**config.mk**
```make
export PLATFORM = sky130hd
export DESIGN_NAME = cms_ctrl
export DESIGN_NICKNAME = d
export VERILOG_FILES = /design/src/design/cms_pkg.sv /design/src/design/cms_ctrl.sv
export SDC_FILE = /design/constraint.sdc
export NUM_CORES = 1
export LEC_CHECK = 0
export ABC_AREA = 1
export BUFFER_PORTS_ARGS = -buffer_cell sky130_fd_sc_hd__buf_2
export CORE_AREA = 3 3 40 42
export DETAILED_ROUTE_END_ITERATION = 8
export DIE_AREA = 0 0 43 45
export PLACE_DENSITY_LB_ADDON = 0.05
export SLEW_MARGIN = 0
export SYNTH_ARGS = -nofsm -noshare
export SYNTH_HDL_FRONTEND = slang
export SYNTH_SLANG_ARGS = --single-unit
```
**constraint.sdc**
```tcl
create_clock -name i_clk -period 2 [get_ports i_clk]
set_input_delay 0.2 -clock i_clk [delete_from_list [all_inputs] [get_ports i_clk]]
set_output_delay 0.2 -clock i_clk [all_outputs]
set_load 0.01 [all_outputs]
```
**src/design/cms_pkg.sv**
```systemverilog
// shared types, constants and crc helpers for the count-min sketch block
// no dependencies
`default_nettype none

package cms_pkg;

    localparam int NUM_ROWS  = 3;
    localparam int CRC_W     = 32;
    localparam int CNT_W     = 32;
    localparam int KEY_W     = 64;
    localparam int LEN_W     = 4;
    localparam int CFG_IDX_W = 2;

    localparam logic [LEN_W-1:0] KEY_MAX_BYTES = 4'd8;
    localparam logic [CRC_W-1:0] CRC_ALL_ONES  = 32'hFFFF_FFFF;
    localparam logic [CNT_W-1:0] CNT_MAX       = 32'hFFFF_FFFF;

    // reset polynomials, normal form
    localparam logic [CRC_W-1:0] POLY_ROW0_RST = 32'h04C1_1DB7;
    localparam logic [CRC_W-1:0] POLY_ROW1_RST = 32'h1EDC_6F41;
    localparam logic [CRC_W-1:0] POLY_ROW2_RST = 32'hA833_982B;

    localparam logic [CFG_IDX_W-1:0] CFG_POLY_ROW0 = 2'd0;
    localparam logic [CFG_IDX_W-1:0] CFG_POLY_ROW1 = 2'd1;
    localparam logic [CFG_IDX_W-1:0] CFG_POLY_ROW2 = 2'd2;

    localparam logic FUNC_INSERT = 1'b0;
    localparam logic FUNC_QUERY  = 1'b1;

    typedef enum logic [2:0] {
        S_CLEAR,
        S_IDLE,
        S_HASH,
        S_READ,
        S_UPDATE,
        S_MIN
    } t_state;

    typedef struct packed {
        logic clear;
        logic load;
        logic hash_step;
        logic mem_read;
        logic mem_write;
        logic min_step;
        logic out_load;
    } t_cmd;

    typedef struct packed {
        logic clr_last;
        logic in_drop;
        logic in_empty;
        logic hash_last;
        logic is_query;
        logic out_free;
    } t_status;

    function automatic logic [CRC_W-1:0] bit_rev32(input logic [CRC_W-1:0] v);
        logic [CRC_W-1:0] r;
        for (int i = 0; i < CRC_W; i++) begin
            r[i] = v[CRC_W-1-i];
        end
        return r;
    endfunction

    // one byte of a reflected crc, eight shift steps
    function automatic logic [CRC_W-1:0] crc_byte(input logic [CRC_W-1:0] crc_in,
                                                  input logic [7:0]       data,
                                                  input logic [CRC_W-1:0] rpoly);
        logic [CRC_W-1:0] c;
        c = crc_in ^ {24'h0, data};
        for (int b = 0; b < 8; b++) begin
            c = c[0] ? ((c >> 1) ^ rpoly) : (c >> 1);
        end
        return c;
    endfunction

endpackage

`default_nettype wire

```
**src/design/cms_ctrl.sv**
```systemverilog
// controller state machine: clearing sweep, hashing, read-modify-write, query result
// depends on cms_pkg
`default_nettype none

module cms_ctrl
    import cms_pkg::*;
(
    input  wire logic    i_clk,
    input  wire logic    i_rst_n,
    input  wire logic    i_in_valid,
    output logic         o_in_ready,
    input  wire t_status i_status,
    output t_cmd         o_cmd
);

    t_state r_state;
    t_state n_state;

    always_ff @(posedge i_clk) begin
        if (!i_rst_n) begin
            r_state <= S_CLEAR;
        end else begin
            r_state <= n_state;
        end
    end

    always_comb begin
        n_state    = r_state;
        o_cmd      = '0;
        o_in_ready = 1'b0;
        case (r_state)
            S_CLEAR: begin
                o_cmd.clear = 1'b1;
                if (i_status.clr_last) begin
                    n_state = S_IDLE;
                end
            end
            S_IDLE: begin
                o_in_ready = 1'b1;
                if (i_in_valid) begin
                    o_cmd.load = 1'b1;
                    // an oversize insert is dropped right here
                    if (i_status.in_drop) begin
                        n_state = S_IDLE;
                    end else if (i_status.in_empty) begin
                        n_state = S_READ;
                    end else begin
                        n_state = S_HASH;
                    end
                end
            end
            S_HASH: begin
                o_cmd.hash_step = 1'b1;
                if (i_status.hash_last) begin
                    n_state = S_READ;
                end
            end
            S_READ: begin
                o_cmd.mem_read = 1'b1;
                n_state        = S_UPDATE;
            end
            S_UPDATE: begin
                if (i_status.is_query) begin
                    o_cmd.min_step = 1'b1;
                    n_state        = S_MIN;
                end else begin
                    o_cmd.mem_write = 1'b1;
                    n_state         = S_IDLE;
                end
            end
            S_MIN: begin
                if (i_status.out_free) begin
                    o_cmd.out_load = 1'b1;
                    n_state        = S_IDLE;
                end
            end
            default: begin
                n_state = S_IDLE;
            end
        endcase
    end

endmodule

`default_nettype wire

```
### Word-level counts from Yosys, hierarchy flattened

Index checks and enable logic that the tools add are counted.

* memories kept: 0
* input bits: 9
* register bits after elaboration: 3
* bits in read-only memories: 0
* bits in writable memories: 0
* latch bits: 0

* add/sub/neg operators: 0
* bitwise logic cells: 0
* multiplexer cells: 19
* shift operators: 0
* $mul: 0
* reduce and logical (&&, ||, !) cells: 2
* order comparisons: 0
* equal/unequal tests: 9
* div/mod/pow operators: 0

Operator list (count)
* 3-bit two-way mux: 6
* 3-bit case mux with 6 select lines: 1
* 1-bit two-way mux: 11
* 2-bit != test (second input constant): 4
* 3-bit by 2-bit == test with 1-bit output (second input constant): 2
* 3-bit == test (second input constant): 2
* 4-bit AND reduction: 1
* 3-bit by 1-bit == test with 1-bit output (second input constant): 1
* 3-bit logical NOT: 1
* 2-bit two-way mux: 1

### Logic depth before layout (Yosys ltp)

* word-level depth: 4
* mapped depth: 9
* mapped depth without buffers: 8

### Least setup slack after synthesis

OpenSTA, ideal clock, no wires.

* path type: register -> output
* start point: register r_state[0]
* end point: output port o_cmd[0] in the netlist's numbering
* path slack: 0.869 ns
* arrival: 0.931 ns
* stages on the path, launching flop included: 3
* buffers on the path: 0
* cells stage by stage: dfxtp_1 > inv_1 > nor4_1

RTL lines
* start: declaration: line cms_ctrl.sv:16 `t_state r_state;`
* start signal: assignment: line cms_ctrl.sv:23 `r_state <= n_state;`
* end: declaration: line cms_ctrl.sv:13 `output t_cmd o_cmd`

==> summary.txt <==
Status
  – Outcome: finished, final reports clean

Timing
  – RSZ-0062 raised after global routing: false
  – Worst slew margin: 0.755
  – Pins Over Slew Limit: 0
  – Final period utilization: 0.715
  – Final hold viol count: 0
  – Peak Freq: 0.699 GHz
  – Least-Margin Pin Slew: approximately 0.37 ns
  – Worst Clk Skew: 0.00200 ns
  – Min cycle time layout: 1.43 ns
  – Setup-failing EPs final: 0
  – Final TNS setup: 0 ns

Setup path
  – Critical path endpoint: o_cmd[4]
  – WP data arrival: 1.23 ns
  – R2R Path Start: r_state[1]$_SDFFE_PN0P_
  – Worst r2r dst: r_state[1]$_SDFFE_PN0P_
  – Crit. End Element: primary output
  – CP Class: flop to primary output
  – Crit path cell chain: inv_4 -> nor3_1 -> buf_2
  – R2R depth: 7
  – Worst path required time: ~1.8 ns
  – CP max FO: 8
  – Crit path from: r_state[1]$_SDFFE_PN0P_
  – Max stage delay on crit path: roughly 0.53 ns
  – Reg2Reg Setup Slack: around 0.74 ns
  – Slowest stage cell, crit path: dfxtp_1
  – Crit start category: flop

Die
  – Die H: 45 um
  – Die ar.: 1940 um^2
  – Die X: between 40 and 50 um
  – Starting density of the core: 0.207
  – Core ar.: roughly 1300 um^2
  – Ports: 17
  – # rows: 13

Synth
  – Post-Syn Nets: 54
  – Cell area after synthesis: approximately 270 um^2
  – Post-Synthesis Cells: 45
  – Register area share after synthesis: 0.225
  – Synth warn: 0
  – Synth unique cells: 18
  – Syn_area_per_cell: 5.92 um^2
  – Register bit total from synthesis: 3

Hold path
  – Hold crit path type: input port to flop

Route
  – Vias per inst: between 4 and 5
  – DRT iter0 DRCs: 1
  – DRT Pass-1 Iters: 2
  – DRC Markers: 0
  – DR WL/cell: around 9.4 um
  – DR vias: 338
  – Detail Route Antenna Nets: 0
  – WL final: approximately 740 um

Global route
  – Initial antenna violation count: 0
  – First-pass GRT wire length: 1230 um
  – Largest net degree at the start of global routing: 9
  – Overall routing resource usage: 0.0849
  – Vias in the first global route: 317
  – Total grt overflow: 0

Power
  – Pwr Density: between 1000 and 1500 nW/um^2
  – Leak: approximately 0.23 nW
  – Peak supply drop: roughly 0.32 mV

Layout
  – Largest register FFs: 3
  – Most frequent cells in the layout: buf_2, nor2_1, inv_1, nand2_1
  – Most common cell after layout, fill and taps aside: buf_2
  – P&R area growth vs syn: 42.7%
  – Area of the multi-input gates: between 150 and 200 um^2
  – Layout cells sized above 1: 0.406
  – Final #Nets: 74
  – Top Registers: r_state (3)
  – # fillers: between 150 and 200
  – Diodes inserted: 0
  – Sequential standard cell area: around 60 um^2
  – Largest Register: r_state
  – Final std cells w/o fill: 79

Place
  – Placed insts: between 70 and 80
  – Number of buffers added on ports: 16
  – Routability Congestion: roughly 0.69
  – DP Wirelength: a little over 600 um

Clock network
  – H-tree levels: 1
  – Clock buffer count from CTS: 3
  – Clock Latency Late Sink: approximately 0.23 ns
  – TritonCTS clock tree: yes
  – TritonCTS Sinks: 3
  – Post_cts resized: 0
  – # hold bufs at CTS: 0
  – Clock buffer depth: 2
  – Register clock-pin slew on the reported worst setup and hold paths: roughly 0.040 ns
  – Post-CTS Setup Inserts: 0
  – CTS Root Cell: clkbuf_4

Job
  – Maxcap violations: 0
==> Yosys cell counts <==
cell	n	share of area
nor2_1	9	0.13
inv_1	8	0.11
nand2_1	5	0.070
dfxtp_1	3	0.23
nor2_2	3	0.070
nor3_1	3	0.056
a21oi_1	2	0.038
nand4_1	2	0.047
buf_6	1	0.042
inv_2	1	0.014
inv_4	1	0.023
nand2_2	1	0.023
nand3_1	1	0.019
nand3_2	1	0.038
nand3b_1	1	0.028
nor4_1	1	0.023
o21ai_0	1	0.019
o22ai_1	1	0.023
==> per-layer routing <==
layer,global-route usage,vias to the layer above,wire length [um]
met2,0.132,14,317
met5,0,-,0
li1,-,181,-
met4,0.0542,0,0
met1,0.108,143,341
met3,0.0159,0,82
==> logic make-up (layout without fill, tap and decap cells) <==
logic type / count (synthesis) / count (layout) / share of synthesized area
AOI/OAI and AO/OA: 4 / 4 / 0.0798
and+or+nand+nor: 27 / 27 / 0.502
buffers and inverters: 11 / 30 / 0.192
DFF: 3 / 3 / 0.225
==> worst max-delay path, delay by kind of cell (launching register included) <==
| kind | cells | cell delay (ns) |
|---|---|---|
| buffers and inverters | 2 | 0.27 |
| flip-flops | 1 | 0.53 |
| AND/OR/NAND/NOR | 1 | 0.21 |
==> how the worst min path moves through the flow <==
stage	start	to	slack (ns)	depth (start not counted)
after global placement	i_rst_n	r_state[2]$_SDFFE_PN0P_	0.47	3
after detailed placement	i_rst_n	r_state[2]$_SDFFE_PN0P_	0.48	3
after global routing	i_rst_n	r_state[1]$_SDFFE_PN0P_	0.25	3
after floorplan	i_rst_n	r_state[2]$_SDFFE_PN0P_	0.33	2
final	i_rst_n	r_state[2]$_SDFFE_PN0P_	0.24	3
after CTS	i_rst_n	r_state[2]$_SDFFE_PN0P_	0.24	3
==> through the flow <==
step | power, mW | setup WS [ns] | util | hold slack [ns] | cell area (um^2)
after global routing | 0.474 | 0.476 | 0.296 | 0.255 | 380
after CTS | 0.443 | 0.555 | 0.296 | 0.235 | 380
after floorplan | 0.277 | 0.869 | - | 0.327 | 267
after global placement | 0.336 | 0.763 | 0.276 | 0.472 | 354
final | 0.432 | 0.570 | 0.296 | 0.237 | 380
after detailed placement | 0.333 | 0.738 | 0.276 | 0.477 | 354
==> report_power, final <==
part           internal (mW)  leakage [nW]  total [mW]  switching (mW)
registers             0.0774        0.0248       0.118          0.0407
logic                 0.0845         0.190       0.211           0.126
clock network         0.0746        0.0150       0.103          0.0284
total                  0.236         0.230       0.432           0.195
==> layout make-up <==
type,count,share of cell area
Clock buffer,4,0.0691
Inverter,10,0.105
Multi-Input combinational cell,31,0.408
Sequential cell,3,0.158
Tap cell,15,0.0493
Timing Repair Buffer,16,0.211
No activity file was read; power rests on OpenSTA's default activity.
